### config.mk
export PLATFORM = sky130hd
export DESIGN_NAME = msr_ram
export DESIGN_NICKNAME = d
export VERILOG_FILES = /design/src/rtl/msr_ram.sv
export SDC_FILE = /design/constraint.sdc
export NUM_CORES = 1
export LEC_CHECK = 0
export ABC_AREA = 0
export CAP_MARGIN = 15
export CELL_PAD_IN_SITES_DETAIL_PLACEMENT = 1
export CELL_PAD_IN_SITES_GLOBAL_PLACEMENT = 2
export CORE_MARGIN = 1
export CORE_UTILIZATION = 34
export DETAILED_ROUTE_END_ITERATION = 7
export DONT_BUFFER_PORTS = 1
export PLACE_DENSITY_LB_ADDON = 0.05
export SLEW_MARGIN = 25
export SYNTH_ARGS = -nofsm -noshare
export SYNTH_HDL_FRONTEND = slang
export SYNTH_SLANG_ARGS = --single-unit
### constraint.sdc
create_clock -name clk -period 1.8 [get_ports clk]
set_clock_uncertainty 0.05 [all_clocks]
set_input_delay 0.18 -clock clk [delete_from_list [all_inputs] [get_ports clk]]
set_output_delay 0.18 -clock clk [all_outputs]
set_load 0.02 [all_outputs]
### src/rtl/msr_ram.sv
`default_nettype none

module msr_ram #(
    parameter int WIDTH = 8,
    parameter int DEPTH = 16
) (
    input  wire logic                                       clk,
    input  wire logic                                       wr_en,
    input  wire logic [((DEPTH > 1) ? $clog2(DEPTH) : 1)-1:0] wr_addr,
    input  wire logic [WIDTH-1:0]                           wr_data,
    input  wire logic [((DEPTH > 1) ? $clog2(DEPTH) : 1)-1:0] rd_addr,
    output logic      [WIDTH-1:0]                           rd_data
);

    logic [WIDTH-1:0] mem [DEPTH];

    always_ff @(posedge clk)
    begin
        if (wr_en)
        begin
            mem[wr_addr] <= wr_data;
        end
        rd_data <= mem[rd_addr];
    end

endmodule

`default_nettype wire

Yosys cells after proc, flatten, opt, wreduce, memory -nomap -nowiden. Memories as Yosys holds them, arrays and structs flattened. A register that Yosys moved wholly into a read port is not among the register bits. Cells that the tools add are included.

Flip-flop bits (word level): 0. Bits in writable memories: 128. Input bits: 18. Logic and storage cells: 3. Memories kept: 1.

Muxes and demuxes: 2.

Memory list: mem (words 16, width 8, rd ports 1, clocked after memory_dff 1, write ports 1, RTL line 15) `logic [WIDTH-1:0] mem [DEPTH];`.

Operator list (number): $mux 1 (2).

Logic depth before layout (Yosys ltp). Gate-level depths: netlist (run 1).

Depth after elaboration: 2. Depth in mapped cells: 5. Depth with buffers taken out: 3.

Worst setup path after synthesis (run 1). Ideal clock, no wire load.

Kind: input port to flip-flop. Start point: in wr_addr[2] (netlist name). End point: mem mem[0][0] (enable). Library setup time: 383 ps. Arrival time: 1290 ps. Data required time: 1367 ps. Setup slack: 77 ps. Cell stages on the path: 2. Path buffers: 0. Cells stage by stage: or3b_2 -> nor3_1.

RTL lines: start, declared (RTL line 9) `input wire logic [((DEPTH > 1) ? $clog2(DEPTH) : 1)-1:0] wr_addr,`; end, declared (RTL line 15).

No word-level cell before the write port.

==> qor.txt, run 1 <==
IO Pins = 26
# DRC = 6
Final Util = 41.3%
Setup TNS = 0 ns
Top-count cell post-synth = edfxtp_1
Largest net degree at the start of global routing = 33
Synth Area per Inst = 22.5 um2
GPL Wtd Cong = 0.692
RSZ-0062 raised after global routing = false
Synthesized area = 5150 um2
Share of the synthesized area in the top cell type = 74.7%
FF-to-FF End = rd_data[5]
Placeable Area = 14600 um2
Internal Power = 5570 uW
Wire per inst = 23.5 um
Combinational fraction of design power = 3.7%
Post-synth top area cell = edfxtp_1
Via count = 2343
CP Launch Point = mem[9][5]
Worst setup SP type = flip-flop
Tmin final = 1.46 ns
Clock Power Share = 44.2%
Clk_lat worst skew = 0.41 ns
Final-stage net count = 285
Sequential share of power = 52.1%
Hold WC Path Type = primary input to flip-flop
GRT Total Usage = 15.3%
Async SR Flop Fraction = 0%
DP HPWL = 6980 um
Ratio of routed vias to standard cells = 5.06
Initial antenna violation count = 0
Vias in the first global route = 2550
Die area = 15600 um2
Worst-path maximum fanout = 1
Worst Path Required = 2.03 ns
Drt pass-1 iters = 6
Post-CTS setup buffers = 0
Global route total overflow = 0
Die W = 125 um
Reg2Reg Depth = 3
FF-to-FF Start = mem[9][5]
Clk buf depth = 2
Initial DRC count = 201
Post-synth EDFFs = 128
# resized after CTS = 0
CP Capture Point = rd_data[5]
Crit path kind = flip-flop to flip-flop
Peak supply drop = 0.696 mV
Unique masters post-synth = 19
Psw = 1330 uW
CTS HTree Levels = 4
Final ANT Viol Nets = 0
MaxCap Viol Count = 0
Fin. max-slew vios = 0
Worst slew pin tran = 0.642 ns
Core Rows = 44
Top_reg_cell synth = edfxtp_1
Port Buffers = 0
Cell Pwr Density = 1140 nW/um2
HP Start = rd_addr[1]
Synth-to-Final Area Change = 17.5%
Status = finished, violations left
Synth area leaders = edfxtp_1, mux4_2, mux4_1, dfxtp_1, a22oi_1
Critical path capture point type = flip-flop
Chip height = 125 um
Seq/Total Area, Yosys = 77.8%
Share of cells above drive strength 1 = 21.9%
Num CTS Buffers = 17
Fmax = 684 MHz
Synthesized Nets = 247
Slew HR = 57.0%
#FFs+latches synth = 136
WL final = 10900 um
Clock transition at path regs = 0.05 ns
Final worst-path cycle share = 81.2%
Cells after Synth = 229
Fillers = 1389
Final hold viol count = 0
Failing checks = DRC
Sw Ratio = 19.2%
First-pass GRT wire length = 16400 um
Diode count = 0
TritonCTS clock tree = yes
Arr. time, crit path = 1.69 ns
CTS root buffer = clkbuf_16
Final setup violation count = 0
Reg2Reg Setup Slack = 0.34 ns
Sink Count = 136
Leakage = 0.00199 uW
Starting Density = 35.2%
Ys Warns = 0
Most frequent cells after synthesis = edfxtp_1, mux4_2, a22oi_1, mux4_1, nor2_1
-- flip-flops by register name (all words and copies together), names as in the netlist --
name and flops:
mem 128, rd_data 8
-- how the worst min path moves through the flow --
stage	end	slack, ns	cells after the start
2_1_floorplan	mem[0][0]	0.23	0
3_3_place_gp	mem[6][6]	0.23	0
3_5_place_dp	mem[6][6]	0.23	0
4_1_cts	rd_data[1]	0.0006	3
5_1_grt	rd_data[1]	0.02	3
6_report	rd_data[0]	0.02	3
-- per-layer routing --
layer | up-vias | GRT usage, % | wire (um) | part of all wire, %
met5 | - | 0 | 0 | 0
met4 | 0 | 5.81 | 93 | 0.86
met3 | 11 | 4.79 | 444 | 4.1
met2 | 53 | 24.6 | 5370 | 49
met1 | 1230 | 19.3 | 4960 | 46
li1 | 1049 | - | - | -
-- worst max-delay path, stage by stage (launching register included) --
cell and delay, ns:
edfxtp_1 0.35, mux4_1 0.50, a22oi_1 0.32, nand2_1 0.11
-- layout make-up --
type | count | area [um2] | area share (%)
clock inverters | 6 | 51.3 | 0.849
repair buffers | 29 | 238 | 3.93
clock buffers | 25 | 465 | 7.70
well taps | 184 | 230 | 3.81
flip-flops and latches | 136 | 4000 | 66.2
multi-input cells | 83 | 1060 | 17.5
-- power by group through the flow --
stage / logic (uW) / registers (uW) / clock network [uW]
after floorplan: 180 / 3650 / 0
after global placement: 202 / 3660 / 0
after CTS: 261 / 3600 / 3120
after global routing: 279 / 3600 / 3240
after detailed placement: 206 / 3660 / 0
final: 255 / 3600 / 3050
-- placed cells by master, fill, tap and decap left out, types with 3 or more instances in the layout --
cell type,instances
clkinv_1,3
buf_4,21
nor2_1,13
clkbuf_1,7
mux4_1,14
dlygate4sd3_1,8
clkbuf_16,17
edfxtp_1,128
nor3_1,4
a22oi_1,16
dfxtp_1,8
mux4_2,18
nand2_1,9
-- kinds of logic after synthesis --
family                 count (synthesis)  share of synthesized area (%)
AO/OA/AOI/OAI                         16                           2.33
buffers and inverters                 10                           1.68
flip-flops                           136                           77.8
multiplexers                          32                           15.0
AND/OR/NAND/NOR                       35                           3.18
-- what timing repair did --
item,4_1_cts,5_1_grt
endpoints found under the setup margin,0,0
hold endpoints to repair,128,0
hold buffers,8,0
-- stage by stage --
stage	hold slack (ns)	instance area, um2	setup slack, ns	cells	power, uW
2_1_floorplan	0.229	5150	0.0771	229	3830
3_3_place_gp	0.230	5450	0.377	424	3860
3_5_place_dp	0.230	5450	0.308	424	3870
4_1_cts	0.000641	6050	0.295	463	6980
5_1_grt	0.0214	6050	0.232	463	7120
6_report	0.0246	6050	0.339	463	6900
Note: power is estimated with default switching activity, not from simulation.
==> inputs of run 2 (changes only) <==
Clock period 1.8 ns to 1.4 ns, I/O delays scaled along.
==> run 2 against run 1 <==
  * The run still ends with DRC left
  * Register-to-register slack worse by 0.30 ns
  * Die area stayed put
  * Global-route usage rose by 0.055 points
==> qor.txt, run 2 (synthesis results as in run 1) <==
Global route total overflow = 0 (unchanged)
CP max stage delay = 0.54 ns (+0.04 ns)
Drt pass-1 iters = 6 (unchanged)
Die area = 15600 um2 (unchanged)
# DRC = 4 (-2)
Hold WC Path Type = primary input to flip-flop
RSZ-0062 raised after global routing = true
Via count = 2319 (-1.0%)
Fillers = 1389 (unchanged)
Final hold viol count = 0 (unchanged)
Final-stage net count = 282 (-1.1%)
Setup TNS = 0 ns (unchanged)
Tmin final = 1.36 ns (-0.0990 ns)
Largest net degree at the start of global routing = 33 (unchanged)
DP Cell Count = 420 (-0.94%)
Crit-path cells = mux4_1, a22oi_2, nand2_1
Peak supply drop = 0.779 mV (+12%)
Max reg flops = 128 (unchanged)
Share of cells above drive strength 1 = 26.0% (+4.1 points)
Diode count = 0 (unchanged)
Clock Power Share = 44.6% (+0.4 points)
Worst Path Required = 1.64 ns (-0.39 ns)
Starting Density = 35.2% (unchanged)
Clock transition at path regs = 0.05 ns (about the same)
MaxCap Viol Count = 0 (unchanged)
IO Pins = 26 (unchanged)
Num CTS Buffers = 17 (unchanged)
Core Rows = 44 (unchanged)
Vias in the first global route = 2590 (+1.6%)
Port Buffers = 0 (unchanged)
CP bufs+invs = 0 (unchanged)
Psw = 1720 uW (+29%)
WL final = 11000 um (+1.2%)
Sw Ratio = 19.1% (-0.066 points)
Arr. time, crit path = 1.61 ns (-0.08 ns)
Initial antenna violation count = 0 (unchanged)
CTS HTree Levels = 4 (unchanged)
Fmax = 734 MHz (+7.3%)
DP HPWL = 7100 um (+1.7%)
Internal Power = 7250 uW (+30%)
Placeable Area = 14600 um2 (unchanged)
Kind of cell adding the most delay to the critical path = multiplexers
First-pass GRT wire length = 16300 um (-0.80%)
Slowest stage cell, crit path = mux4_1
Final ANT Viol Nets = 0 (unchanged)
Leakage = 0.00196 uW (-1.5%)
Chip height = 125 um (unchanged)
Initial DRC count = 147 (-27%)
Status = finished, violations left
Worst setup SP type = flip-flop
Clk_lat worst skew = 0.41 ns (about the same)
Synth-to-Final Area Change = 17.6%
GPL Wtd Cong = 0.706 (+2.0%)
Cell Pwr Density = 1480 nW/um2 (+30%)
Sequential share of power = 51.6% (-0.5 points)
Ratio of routed vias to standard cells = 5.03 (-0.59%)
Final setup violation count = 0 (unchanged)
TritonCTS clock tree = yes
Leading cell type in the layout, fill and taps excluded = edfxtp_1
Wire per inst = 23.9 um (+1.7%)
Critical path capture point type = flip-flop
Final Util = 41.3% (+0.051 points)
Clk buf depth = 2 (unchanged)
Slew HR = 41.4% (-16 points)
CTS root buffer = clkbuf_16
Worst slew pin tran = 0.877 ns (+0.234 ns)
Commonest cells after routing, fill and taps aside = edfxtp_1, mux4_2, clkbuf_16, buf_4, nor2_1
Biggest register = mem
Sink Count = 136 (unchanged)
Fin. max-slew vios = 0 (unchanged)
GRT Total Usage = 15.3% (+0.055 points)
Combinational fraction of design power = 3.8% (about the same)
Crit path kind = flip-flop to flip-flop
Non-filler instance count after layout = 461 (-0.43%)
Worst-path maximum fanout = 1 (unchanged)
Failing checks = DRC
Die W = 125 um (unchanged)
Final worst-path cycle share = 97.3% (+16 points)
Post-CTS setup buffers = 0 (unchanged)
Largest regs = mem (128), rd_data (8)
==> run 2: per-layer routing <==
layer | global-route usage (%) | up-vias | share of wire, %
met5 | 0 | - | 0
met4 | 6.67 | 0 | 0.94
met3 | 5.01 | 8 | 4.9
met2 | 25.8 | 41 | 52
met1 | 18.0 | 1235 | 42
li1 | - | 1035 | -
==> run 2: worst paths after layout <==
path / slack [ns] / start / cells past startpoint / endpoint
worst max-delay path: 0.04 / mem[7][2] / 3 / rd_data[2]
worst min-delay path: 0.02 / rd_addr[1] / 3 / rd_data[5]
worst max register to register: 0.04 / mem[7][2] / 3 / rd_data[2]
worst min register to register: 0.62 / mem[14][7] / 3 / rd_data[7]
==> run 2: layout make-up <==
cell class,count,area (um2),share of cell area [%]
sequential,136,4000,66.1
multi-input combinational,83,1070,17.7
clock buffer,28,487,8.04
tap,184,230,3.80
timing repair buffer,26,218,3.60
clock inverter,4,45.0,0.744
==> run 2: timing repair <==
item,in CTS,in global routing
setup endpoints to repair,6,6
gates resized for setup,6,6
pin swaps,2,5
hold buffers,8,1
endpoints found under the hold margin,135,4
==> run 2: power by group through the flow <==
| stage | clock [uW] | sequential (uW) | combinational, uW |
|---|---|---|---|
| 2_1_floorplan | 0 | 4690 | 231 |
| 4_1_cts | 4110 | 4630 | 341 |
| 3_5_place_dp | 0 | 4710 | 257 |
| 5_1_grt | 4280 | 4630 | 369 |
| 3_3_place_gp | 0 | 4700 | 251 |
| 6_report | 4000 | 4630 | 339 |
==> run 2: worst reg2reg max path: stages, from the launching register on <==
cell,delay [ns]
edfxtp_1,0.38
mux4_1,0.54
a22oi_2,0.21
nand2_1,0.08
==> run 2: metrics by stage <==
step           area [um2]  power, uW  setup WS (ns)  hold slack (ns)
6_report             6050       8960         0.0377           0.0156
5_1_grt              6050       9280        -0.0205          0.00380
4_1_cts              6070       9070        0.00277          -0.0387
3_5_place_dp         5420       4970        -0.0672            0.190
3_3_place_gp         5420       4950        -0.0426            0.190
2_1_floorplan        5150       4920        -0.0561            0.189
==> inputs of run 3 (changes only) <==
Settings changed: CORE_UTILIZATION 34 to 50.
==> run 3 against run 2 <==
  * The run ends with hold timing left
  * Critical path depth unchanged
  * Register-to-register slack about the same
  * Sequential power barely moved
  * Cell count decreased by 11%
  * Power is 0.76% lower
  * Critical path type unchanged
  * Highest routed layer unchanged
==> qor.txt, run 3 (synthesis results as in run 1) <==
Biggest register = mem
TritonCTS clock tree = yes
First-pass GRT wire length = 14600 um (-10%)
Final setup violation count = 0 (unchanged)
Final Cell Area = 6010 um2 (-0.74%)
WL final = 9810 um (-11%)
Slowest stage cell, crit path = mux4_1
IO Pins = 26 (unchanged)
Fin. max-slew vios = 0 (unchanged)
Worst-path maximum fanout = 1 (unchanged)
Hold WC Path Type = primary input to flip-flop
Initial antenna violation count = 1 (+1)
Critical path capture point type = flip-flop
Core Rows = 36 (-18%)
Leading cell type in the layout, fill and taps excluded = edfxtp_1
# DRC = 0 (-4)
Final Util = 60.9% (+20 points)
MaxCap Viol Count = 0 (unchanged)
CP bufs+invs = 0 (unchanged)
Via count = 2265 (-2.3%)
Commonest cells after routing, fill and taps aside = edfxtp_1, mux4_2, buf_4
Ratio of routed vias to standard cells = 5.51 (+9.6%)
Slew HR = 43.8% (+2.4 points)
Largest regs = mem (128), rd_data (8)
Final ANT Viol Nets = 0 (unchanged)
Share of cells above drive strength 1 = 25.3% (-0.72 points)
Num CTS Buffers = 17 (unchanged)
Clk buf depth = 2 (unchanged)
Leakage = 0.00198 uW (+0.83%)
Die area = 10700 um2 (-32%)
Vias in the first global route = 2389 (-7.8%)
Die W = 103 um (-17%)
Fmax = 735 MHz (+0.11%)
Final worst-path cycle share = 97.2% (-0.11 points)
Cell Pwr Density = 1480 nW/um2 (about the same)
Arr. time, crit path = 1.71 ns (+0.10 ns)
Chip height = 103 um (-17%)
Max reg flops = 128 (unchanged)
RSZ-0062 raised after global routing = false
Largest net degree at the start of global routing = 33 (unchanged)
CP max stage delay = 0.51 ns (-0.03 ns)
Initial DRC count = 94 (-36%)
Peak supply drop = 1.13 mV (+45%)
Synth-to-Final Area Change = 16.7%
Worst Path Required = 1.75 ns (+0.11 ns)
Kind of cell adding the most delay to the critical path = multiplexers
Worst setup SP type = flip-flop
CTS root buffer = clkbuf_8
Global route total overflow = 0 (unchanged)
Placed Area = 5360 um2 (-1.2%)
Clk_lat worst skew = 0.51 ns (+0.10 ns)
Status = finished, violations left
DP HPWL = 6070 um (-15%)
Clock transition at path regs = 0.06 ns (about the same)
Tmin final = 1.36 ns (-0.00156 ns)
Crit path kind = flip-flop to flip-flop
Hold Slack = -0.129 ns (-0.144 ns)
Final hold viol count = 8 (+8)
Worst slew pin tran = 0.840 ns (-0.0370 ns)
Wire per inst = 23.9 um (about the same)
Starting Density = 52.2% (+17 points)
Sink Count = 136 (unchanged)
Final-stage net count = 283 (+0.35%)
Port Buffers = 0 (unchanged)
Failing checks = hold timing
Drt pass-1 iters = 4 (-2)
CTS HTree Levels = 4 (unchanged)
GPL Wtd Cong = 0.755 (+6.9%)
Cts hold-fix bufs = 10 (+2)
Crit-path cells = mux4_1, a22oi_2, nand2_1
Reg2Reg Setup Slack = 0.04 ns (about the same)
Placeable Area = 9860 um2 (-33%)
GRT Total Usage = 20.8% (+5.5 points)
run 3: worst min-delay path: stages:
cell and delay, ns:
mux4_2 0.15, a22oi_1 0.06, nand2_1 0.05
run 3: metal layers:
metal	wire (um)	up-vias	global-route usage, %
met3	442	10	6.99
met5	0	-	0
met2	4740	51	31.5
met4	91	0	8.13
li1	-	1047	-
met1	4530	1157	28.3
run 3: final timing paths:
check	from	to	depth (start not counted)
max	mem[2][3]	rd_data[3]	3
min	rd_addr[1]	rd_data[4]	3
max reg2reg	mem[2][3]	rd_data[3]	3
min reg2reg	mem[15][4]	rd_data[4]	3
run 3: where the power goes:
group          internal [uW]  switching (uW)  total [uW]
clock network           2480            1460        3940
registers               4560            65.6        4620
logic                    164             169         333
total                   7200            1700        8890
run 3: stage by stage:
stage	instances	hold WS (ns)	TNS [ns]	power, uW	setup WS, ns
6_report	411	-0.129	0	8890	0.0393
4_1_cts	410	-0.159	0	8960	0.00342
2_1_floorplan	229	0.189	-1.66	4920	-0.0561
5_1_grt	411	-0.146	0	9140	0.00500
3_3_place_gp	369	0.190	0	4940	0.00240
3_5_place_dp	369	0.189	-0.0289	4950	-0.0208
run 3: timing repair:
item	4_1_cts	5_1_grt
gates cloned	0	0
endpoints found under the setup margin	2	6
buffers inserted	0	0
endpoints found under the hold margin	168	8
resized for setup	2	7
pin swaps	1	2
run 3: final cells by class:
class	instances	area [um2]
Sequential cell	136	4000
Fill cell	795	3860
Multi-Input combinational cell	83	1080
Clock buffer	27	482
Timing Repair Buffer	27	228
Tap cell	133	166
Clock inverter	4	45.0
Antenna cell	1	2.50
